File: config.mk
export PLATFORM = sky130hd
export DESIGN_NAME = aabb_merge
export DESIGN_NICKNAME = d
export VERILOG_FILES = /design/src/rtl/aabb_pkg.sv /design/src/rtl/aabb_merge.sv
export SDC_FILE = /design/constraint.sdc
export NUM_CORES = 1
export LEC_CHECK = 0
export BUFFER_PORTS_ARGS = -buffer_cell sky130_fd_sc_hd__buf_2
export CORE_AREA = 2 2 116 118
export CTS_CLUSTER_SIZE = 8
export DETAILED_ROUTE_END_ITERATION = 10
export DIE_AREA = 0 0 118 120
export PLACE_DENSITY = 0.83
export SLEW_MARGIN = 20
export SYNTH_ARGS = -nofsm -noshare
export SYNTH_HDL_FRONTEND = slang
export SYNTH_SLANG_ARGS = --single-unit
File: constraint.sdc
create_clock -name clk -period 8.65 [get_ports clk]
set_input_delay 0.865 -clock clk [delete_from_list [all_inputs] [get_ports clk]]
set_output_delay 0.865 -clock clk [all_outputs]
set_load 0.005 [all_outputs]
File: src/rtl/aabb_pkg.sv
// Shared definitions for the axis-aligned box unit: default widths,
// operation codes and the stage advance bundle. No dependencies.
package aabb_pkg;

  localparam int COORD_BITS_DEF = 32;
  localparam int FRAC_BITS_DEF  = 16;
  localparam int OP_BITS        = 3;

  localparam logic [OP_BITS-1:0] OP_SET_BOX   = 3'd0;
  localparam logic [OP_BITS-1:0] OP_EXTEND    = 3'd1;
  localparam logic [OP_BITS-1:0] OP_CONTAINS  = 3'd2;
  localparam logic [OP_BITS-1:0] OP_FULL      = 3'd3;
  localparam logic [OP_BITS-1:0] OP_INTERSECT = 3'd4;

  localparam int AXES = 3;

  typedef struct packed {
    logic s1;
    logic s2;
    logic s3;
    logic so;
  } aabb_adv_t;

endpackage

File: src/rtl/aabb_merge.sv
// Merge of the three axis lanes: entry and exit distance, hit decision
// and the result register. Depends on aabb_pkg.
module aabb_merge #(
  parameter int COORD_BITS = aabb_pkg::COORD_BITS_DEF
) (
  input  logic                                  clk,
  input  aabb_pkg::aabb_adv_t                   adv,
  input  logic                                  is_ray,
  input  logic                                  pre_hit,
  input  logic [aabb_pkg::AXES-1:0][COORD_BITS-1:0] t_near,
  input  logic [aabb_pkg::AXES-1:0][COORD_BITS-1:0] t_far,
  output logic                                  hit,
  output logic signed [COORD_BITS-1:0]          distance
);

  logic signed [COORD_BITS-1:0] m01;
  logic signed [COORD_BITS-1:0] tmin;
  logic signed [COORD_BITS-1:0] x01;
  logic signed [COORD_BITS-1:0] tmax;
  logic                         ray_hit;

  always_comb begin
    m01 = ($signed(t_near[0]) < $signed(t_near[1])) ? t_near[1] : t_near[0];
    tmin = (m01 < $signed(t_near[2])) ? t_near[2] : m01;
    x01 = ($signed(t_far[1]) < $signed(t_far[0])) ? t_far[1] : t_far[0];
    tmax = ($signed(t_far[2]) < x01) ? t_far[2] : x01;
    ray_hit = !tmax[COORD_BITS-1] && !(tmax < tmin);
  end

  always_ff @(posedge clk) begin
    if (adv.so) begin
      hit      <= is_ray ? ray_hit : pre_hit;
      distance <= (is_ray && ray_hit) ? tmin : '0;
    end
  end

endmodule

==> impl_results.md, run 1 <==
- Status: finished clean
- Clock tree from TritonCTS: yes
- Placement Rows: 42
- Placed Instance Area: between 7000 and 8000 um2
- 1st-pass router iterations: 5
- Post-route cell area: ~8000 um2
- Initial Util: 50.48%
- Cells after DPL: around 1300
- Yosys cell types: between 60 and 70
- Critical Path Max Stage Delay: 0.52 ns
- Core area: around 13000 um2
- CTS clk-pin slew, worst paths: 0.05 ns
- Die W: roughly 120 um
- P_leak: 4.299 nW
- CTS Buf Count: 5
- Sequential share of power: approximately 18%
- Clk root buf: clkbuf_16
- Max cap viols: 0
- Final GP Congestion: 0.9030
- Switching part of the total: between 40% and 50%
- Fin util: about three fifths
- Count of pins over their slew limit: 0
- Setup Slack @ Placement: about 0.4 ns
- Die Footprint: between 10000 and 15000 um2
- Power Total: approximately 1.3 mW
- Post-Route Setup TNS: 0 ns
- Crit path time final: between 7 and 8 ns
- Wire per inst: around 14 um
- CP required: 8.66 ns
- Number of I/O pins: 232
- Non-filler cells, final: 1279
- Dpl hpwl: 15630 um
- Ranking of synthesized cells by area: ha_1 30%, edfxtp_1 15%, o21ai_0 9.3%, nand2_1 7.3%, inv_1 5.8%
- Adder-cell share of the synthesized area: 29.60%
- CP Capture Type: flip-flop
- Layout Nets: approximately 1500
- Routed wl met3: about 1200 um
- Detail Route Antenna Nets: 0
- Initial drt markers: 330
- Synth top area share: 29.60%
- Synthesized area: about 6600 um2
- Endpoints failing hold: 0
- Syn_nets: between 1000 and 1500
- Tcrit/Tclk final: 92.30%
- Largest net degree at the start of global routing: 36
- # Post-CTS Setup Buffers: 0
- EDFF count, synth: 33
- Commonest cells post-synth: 155 x ha_1, 127 x nand2_1, 122 x o21ai_0
- Worst Setup Slack, final: roughly 0.67 ns
- #FFs+latches synth: 33
- CP Launch Type: primary input
- Crit-path max FO: 34
- Clock tree buffer depth: 2
- Yosys top cell by area: ha_1
- XOR/XNOR Fraction of Synth Area: 0%
- First-pass GRT wire length: between 20000 and 30000 um
- Via count: 7014
- Top_reg_cell synth: edfxtp_1
- WHS Path Cells: 2
- Top sig layer: met4
- CP arrival: roughly 8.0 ns
- Critical-path top delay cell: nor4_1
- Hold Slack: ~0.95 ns
- CTS H-tree depth: 2
- Antenna violations before repair: 0
- Switching power total: ~0.61 mW
- Crit path top cell by count: o21ai_0
- Critical path buffers and inverters: 4
- Class of the worst hold path: primary input to flip-flop
- Gr usage total: 24.56%
- Synth Area in Compound Gates: ~25%
- # clock sinks: 33
- Comb pwr share: around 70%
- Vias in the first global route: roughly 6400
- Routed met1 length: 7655 um
- Via density: 5.484
- Async SR Flop Fraction: 0%
- Area delta synth->final: 22.28%
- Post-Route WL: about 18000 um
- Metal2 WL: 8869 um
- Crit Path Class: primary input to flip-flop
- Setup violators final: 0
- Layout cell share with drive strength beyond 1: a little under a quarter
- Worst-Margin Slew: ~0.76 ns
- # diodes: 0
- Combinational family with the most area after synthesis: adder cells
- CP delay by family, top: compound AO/OA/AOI/OAI gates
- Chip height: 120 um
- YS warnings: 0
- Mapped Cells: around 900
- Sequential area share after synthesis: roughly 15%
- Port Buffers: about 230
- Internal power: between 0.6 and 0.7 mW
- Mean post-synth cell area: 7.379 um2
- Rel. slew slack: 49.32%
- Simple-Gate Fraction of Synth Area: approximately 20%
- Hold_sp: is_ray
- Hold Path End: hit
- Mux cell area share after synthesis: 1.642%
- Pwr Density: between 150 and 200 nW/um2
- Gr ovfl total: 0
- RSZ-0062 raised after global routing: false
- Post-route DRC: 0
- Fmax: about 130 MHz
- Top-count cell post-synth: ha_1
- Peak supply drop: ~0.12 mV
- Clock power share: roughly an eighth
==> layout by cell type, fill, tap and decap left out, types with 2 or more instances in the layout <==
cell and count:
ha_1 155, clkinv_1 2, and4_1 2, nor2b_1 2, a21oi_1 74, a31oi_1 2
buf_2 228, edfxtp_1 33, clkbuf_16 5, nand4_1 30, a21o_1 31, mux2i_1 4
a2111oi_2 2, buf_4 7, inv_1 101, o22ai_1 2, o221ai_1 3, buf_12 4
nor3_1 37, o21a_1 5, a221oi_1 4, o211ai_1 2, o21ai_0 122, mux2_2 4
nor2_1 52, o311a_1 2, a211o_1 2, a211oi_1 7, nand3_1 7, and2_1 3
nand2b_1 8, nand2_1 127
==> state kept, by name, summed over array words and instances, names as in the netlist <==
name,flops
distance,32
hit,1
==> layout make-up <==
type	count	area (um2)
Clock buffer	5	125.1
Fill cell	1196	4967
Tap cell	176	220.2
Sequential cell	33	991.0
Clock inverter	3	12.51
Inverter	101	379.1
Multi-Input combinational cell	722	5011
Timing Repair Buffer	239	1274
==> power groups by stage <==
stage | Sequential (mW) | Combinational [mW] | Clock (mW)
after floorplan | 0.235 | 0.625 | 0
after global placement | 0.232 | 0.868 | 0
after detailed placement | 0.232 | 0.894 | 0
after CTS | 0.230 | 0.901 | 0.168
after global routing | 0.233 | 1.02 | 0.176
final | 0.230 | 0.903 | 0.166
==> layer usage <==
| layer | GRT usage [%] | vias up |
|---|---|---|
| met1 | 29.33 | 3125 |
| met3 | 6.416 | 30 |
| met2 | 44.80 | 215 |
| li1 | - | 3644 |
| met4 | 4.217 | 0 |
| met5 | 0 | - |
==> kinds of logic after synthesis <==
logic type      after synthesis
simple gates                281
compound gates              277
fa+ha+maj                   155
buf+inv                     133
flops                        33
mux                           9
==> how the worst max path moves through the flow <==
stage,to,cells after the start,slack (ns),startpoint
after floorplan,hit,36,1.34,t_far[2]
after global placement,hit,33,0.47,t_far[2]
after detailed placement,distance[4],33,0.40,t_far[2]
after CTS,distance[4],33,0.65,t_far[2]
after global routing,distance[17],32,0.05,t_near[39]
final,distance[4],29,0.67,t_near[63]
==> timing repair <==
item | in CTS | in global routing
hold buffers | 0 | 0
endpoints found under the setup margin | 0 | 33
resized for setup | 0 | 1
Power figures use the tool's default switching activity.
==> run 2: changes to the inputs <==
- CORE_AREA: 2 2 116 118 -> 2 2 112 114
- DIE_AREA: 0 0 118 120 -> 0 0 114 116
- PLACE_DENSITY: 0.83 -> 0.89
- clock period: 8.65 -> 9.5 ns (I/O delays scaled with it)
==> run 2 against run 1 <==
Compared with the run above:
- utilization increased by 4.5 points
- power shrank 11%
- non-clock buffer count decreased by 4
- final area shrank 1.5%
- clock-buffer cell count is 1 higher
- sequential power fell by 9.1%
- worst setup slack better by 0.11 ns
- critical endpoint is now hit
==> impl_results.md, run 2 (same netlist as run 1, synthesis figures left out) <==
- CTS H-tree depth: 2 (unchanged)
- Reg with most FFs: distance (unchanged)
- # hold bufs at CTS: 0 (unchanged)
- # Post-CTS Setup Buffers: 0 (unchanged)
- Via count: 7121 (was 7014)
- Vias in the first global route: 6660 (was 6449)
- Die Footprint: 13220 um2 (was 14160 um2)
- Setup Slack @ Placement: 0.6142 ns (was 0.3999 ns)
- FILL cells: 1082 (was 1196)
- First-pass GRT wire length: 28850 um (was 28580 um)
- Largest regs: distance: 32 flops, hit: 1 flops (unchanged)
- Most frequent cells in the layout: 228 x buf_2, 155 x ha_1, 127 x nand2_1 (unchanged)
- Worst-Margin Slew: 0.9182 ns (was 0.7602 ns)
- RSZ-0062 raised after global routing: false (unchanged)
- Crit-path max FO: 48 (was 34)
- Pwr Density: 146.3 nW/um2 (was 162.1 nW/um2)
- # diodes: 0 (unchanged)
- CP required: 9.50 ns (was 8.66 ns)
- Gr usage total: 26.90% (was 24.56%)
- CTS Buf Count: 5 (unchanged)
- Antenna violations before repair: 0 (unchanged)
- Core area: 11910 um2 (was 12980 um2)
- CP arrival: 8.72 ns (was 7.99 ns)
- Area delta synth->final: 20.41% (was 22.28%)
- Chip height: 116 um (was 120 um)
- Wire per inst: 14.53 um (was 14.10 um)
- Detail Route Antenna Nets: 0 (unchanged)
- Largest net degree at the start of global routing: 64 (was 36)
- Initial drt markers: 454 (was 330)
- Critical-path top delay cell: and4_2 (was nor4_1)
- Post-Route WL: 18090 um (was 18030 um)
- Fmax: ~110 MHz
- CP Launch Type: primary input (unchanged)
- P_leak: 4.255 nW (was 4.299 nW)
- Rel. slew slack: 38.78% (was 49.32%)
- Worst Setup Slack, final: 0.7802 ns (was 0.6659 ns)
- Port Buffers: 228 (unchanged)
- Number of I/O pins: 232 (unchanged)
- Clock tree buffer depth: 2 (unchanged)
- Critical Path Max Stage Delay: 0.75 ns (was 0.52 ns)
- Class of the worst hold path: primary input to flip-flop (unchanged)
- Endpoints failing hold: 0 (unchanged)
- Layout Nets: 1452 (was 1456)
- Post-Route Setup TNS: 0 ns (unchanged)
- Placed Instance Area: 7757 um2 (was 7874 um2)
- Most common cell after layout, fill and taps aside: buf_2 (unchanged)
- Post-route DRC: 0 (unchanged)
- Hold Slack: 1.041 ns (was 0.9513 ns)
- Final GP Congestion: 0.8970 (was 0.9030)
- Die W: 114 um (was 118 um)
- Clk root buf: clkbuf_16 (unchanged)
- CP Capture Type: flip-flop (unchanged)
- Setup violators final: 0 (unchanged)
- Tcrit/Tclk final: 91.79%
- Clock tree from TritonCTS: yes (unchanged)
- Dpl hpwl: 15640 um (was 15630 um)
- Max cap viols: 0 (unchanged)
- Layout cell share with drive strength beyond 1: 23.50% (was 23.84%)
- Crit path time final: about 8.7 ns
- Post-CTS resize count: 0 (unchanged)
- Multi-input logic area: 5010 um2 (was 5011 um2)
- 1st-pass router iterations: 5 (unchanged)
- Gr ovfl total: 0 (unchanged)
- Status: finished clean (unchanged)
- Peak supply drop: 0.1101 mV (was 0.1224 mV)
- Sequential cell area: 991.0 um2 (unchanged)
- Count of pins over their slew limit: 0 (unchanged)
- # clock sinks: 33 (unchanged)
- Via density: 5.720 (was 5.484)
- Crit Path Class: primary input to flip-flop (unchanged)
- CTS clk-pin slew, worst paths: 0.05 ns (about the same)
- Post-route cell area: 7890 um2 (was 8013 um2)
- Largest register FFs: 32 (unchanged)
- Initial Util: 55.01% (was 50.48%)
- Placement Rows: 40 (was 42)
==> run 2: cell count changes in the layout (fill, tap and decap cells not counted), sizes merged <==
cell    change
clkbuf      +1
clkinv      -2
buf         -4
==> run 2: worst paths after layout <==
path              startpoint  end  slack, ns  cells after the start
setup / recovery   t_far[31]  hit       0.78                     31
hold / removal        is_ray  hit       1.04                      2
==> run 2: area by class of cell <==
| cell class | count | share of cell area [%] |
|---|---|---|
| Clock inverter | 1 | 0.04757 |
| Timing Repair Buffer | 235 | 15.13 |
| Inverter | 101 | 4.805 |
| Tap cell | 147 | 2.331 |
| Sequential cell | 33 | 12.56 |
| Clock buffer | 6 | 1.633 |
| Multi-Input combinational cell | 722 | 63.50 |
==> run 2: per-layer routing <==
layer / up-vias / part of all wire, % / track usage [%]
li1: 3638 / - / -
met1: 3171 / 41 / 31.98
met2: 265 / 48 / 48.85
met3: 47 / 7.4 / 5.753
met4: 0 / 2.9 / 7.886
met5: - / 0 / 0
==> run 2: worst max-delay path: cells and delay by family <==
family                     cells  cell delay, ns
buffers and inverters          4            0.54
and+or+nand+nor                8            2.35
muxes                          4            1.05
adders and majority gates      3            1.15
AOI/OAI and AO/OA             12            2.66
==> run 2: per-stage QoR <==
step	power, mW	std cells	util, %
finish	1.154	1245	66.24
global route	1.281	1245	66.24
CTS	1.153	1245	66.24
detailed placement	1.001	1238	65.13
global placement	0.9693	1238	65.13
floorplan	0.7837	888	-
==> run 2: power by group <==
part           internal [mW]  switching [mW]
sequential             0.201         0.00842
combinational          0.314           0.482
clock                 0.0946          0.0539
total                  0.609           0.545
==> run 3: changes to the inputs <==
- CORE_AREA: 2 2 112 114 -> 2 2 118 108
- DIE_AREA: 0 0 114 116 -> 0 0 120 110
==> run 3 against run 2 <==
Compared with the run above:
- die area decreased by 0.18%
- utilization increased by 0.28 points
- final cell count increased by 1.4%
- via count decreased by 1.1%
- power about the same
- wire length decreased by 1.5%
- fmax increased by 1.5%
- hold slack improved by 0.011 ns
- sequential share of layout area decreased by 0.077 points
- critical path type unchanged
- critical endpoint unchanged
- largest power group unchanged
==> impl_results.md, run 3 (same netlist as run 1, synthesis figures left out) <==
- CTS clk-pin slew, worst paths: 0.05 ns (about the same)
- Critical path buffers and inverters: 5 (was 4)
- Final GP Congestion: 0.8840 (was 0.8970)
- Post-Route WL: 17810 um (was 18090 um)
- Placement Rows: 38 (was 40)
- Largest register FFs: 32 (unchanged)
- Crit path top cell by count: o21ai_0
- Detail Route Antenna Nets: 0 (unchanged)
- Clk root buf: clkbuf_16 (unchanged)
- Non-filler cells, final: 1262 (was 1245)
- Worst Setup Slack, final: 0.9074 ns (was 0.7802 ns)
- Initial drt markers: 438 (was 454)
- Die W: 120 um (was 114 um)
- RSZ-0062 raised after global routing: false (unchanged)
- Post-route cell area: 7939 um2 (was 7890 um2)
- Worst-Margin Slew: 0.7403 ns (was 0.9182 ns)
- Number of I/O pins: 232 (unchanged)
- Area delta synth->final: 21.16% (was 20.41%)
- Cells after DPL: 1254 (was 1238)
- Critical-path top delay cell: o31ai_4 (was and4_2)
- Setup violators final: 0 (unchanged)
- # hold bufs at CTS: 0 (unchanged)
- Gr usage total: 26.29% (was 26.90%)
- Clock tree buffer depth: 2 (unchanged)
- Fmax: 116.4 MHz (was 114.7 MHz)
- CP delay by family, top: compound AO/OA/AOI/OAI gates (unchanged)
- Count of pins over their slew limit: 0 (unchanged)
- Peak supply drop: 0.1085 mV (was 0.1101 mV)
- Via count: 7042 (was 7121)
- Reg with most FFs: distance (unchanged)
- Dpl hpwl: 15490 um (was 15640 um)
- Crit path time final: 8.593 ns (was 8.720 ns)
- # Post-CTS Setup Buffers: 0 (unchanged)
- Layout cell share with drive strength beyond 1: 23.87% (was 23.50%)
- Critical Path Max Stage Delay: 0.60 ns (was 0.75 ns)
- Endpoints failing hold: 0 (unchanged)
- P_leak: 4.280 nW (was 4.255 nW)
- Vias in the first global route: 6305 (was 6660)
- Max cap viols: 0 (unchanged)
- Post-Route Setup TNS: 0 ns (unchanged)
- Port Buffers: 228 (unchanged)
- Crit Path Class: primary input to flip-flop (unchanged)
- Gr ovfl total: 0 (unchanged)
- Chip height: 110 um (was 116 um)
- # diodes: 0 (unchanged)
- Placed Instance Area: 7796 um2 (was 7757 um2)
- CP Launch Type: primary input (unchanged)
- Initial Util: 54.91% (was 55.01%)
- Status: finished clean (unchanged)
- Largest net degree at the start of global routing: 64 (unchanged)
- First-pass GRT wire length: 28200 um (was 28850 um)
- Rel. slew slack: 50.65% (was 38.78%)
- CP Capture Type: flip-flop (unchanged)
- Via density: 5.580 (was 5.720)
- Most common cell after layout, fill and taps aside: buf_2 (unchanged)
- CP required: 9.50 ns (about the same)
- 1st-pass router iterations: 4 (was 5)
- Antenna violations before repair: 0 (unchanged)
- Setup Slack @ Placement: 0.4219 ns (was 0.6142 ns)
- CTS Buf Count: 5 (unchanged)
- Pwr Density: 145.5 nW/um2 (was 146.3 nW/um2)
- Largest regs: distance: 32 flops, hit: 1 flops (unchanged)
- FILL cells: 1062 (was 1082)
- Die Footprint: 13200 um2 (was 13220 um2)
- Fin util: 66.52% (was 66.24%)
- Crit-path max FO: 63 (was 48)
- Most frequent cells in the layout: 228 x buf_2, 155 x ha_1, 127 x nand2_1 (unchanged)
- Core area: 11930 um2 (was 11910 um2)
- Tcrit/Tclk final: 90.45% (was 91.79%)
- Wire per inst: 14.11 um (was 14.53 um)
- # clock sinks: 33 (unchanged)
- Clock tree from TritonCTS: yes (unchanged)
- Layout Nets: 1455 (was 1452)
- CTS H-tree depth: 2 (unchanged)
- Post-route DRC: 0 (unchanged)
- CP arrival: 8.59 ns (was 8.72 ns)
- Class of the worst hold path: primary input to flip-flop (unchanged)
-- run 3: cell types whose count changed in the layout (fill, tap and decap cells not counted) --
cell	previous run	this run
clkinv_2	0	2
buf_4	7	10
clkinv_1	1	0
mux2_2	4	3
mux2_4	0	1
-- run 3: final cells by class --
class	instances	area, um2	share of cell area (%)
Multi-Input combinational cell	722	5014	63.15
Timing Repair Buffer	238	1216	15.32
Sequential cell	33	991.0	12.48
Inverter	101	379.1	4.775
Tap cell	160	200.2	2.522
Clock buffer	6	128.9	1.623
Clock inverter	2	10.01	0.1261
-- run 3: timing repair --
action / 4_1_cts / 5_1_grt
resized for setup: 0 / 1
setup endpoints to repair: 0 / 29
hold endpoints to repair: 0 / 0
-- run 3: where the power goes --
part / total, mW / switching, mW / internal (mW)
combinational: 0.794 / 0.475 / 0.319
sequential: 0.210 / 0.00923 / 0.201
clock: 0.151 / 0.0548 / 0.0960
total: 1.15 / 0.539 / 0.616
-- run 3: path summary, 6_finish.rpt --
kind              slack, ns   to  depth (start not counted)  startpoint
setup / recovery       0.91  hit                         31  t_near[39]
hold / removal         1.05  hit                          2      is_ray
-- run 3: stage by stage --
| stage | power (mW) | hold WS, ns |
|---|---|---|
| finish | 1.155 | 1.052 |
| global route | 1.286 | 1.062 |
| CTS | 1.159 | 1.043 |
| detailed placement | 1.004 | 1.326 |
| global placement | 0.9787 | 1.310 |
| floorplan | 0.7837 | 1.063 |
-- run 3: per-layer routing --
layer	track usage (%)	share of wire, %	up-vias
met1	33.31	44	3177
met2	47.73	48	200
met4	4.370	1.5	0
met5	0	0	-
met3	4.578	6.6	22
li1	-	-	3643
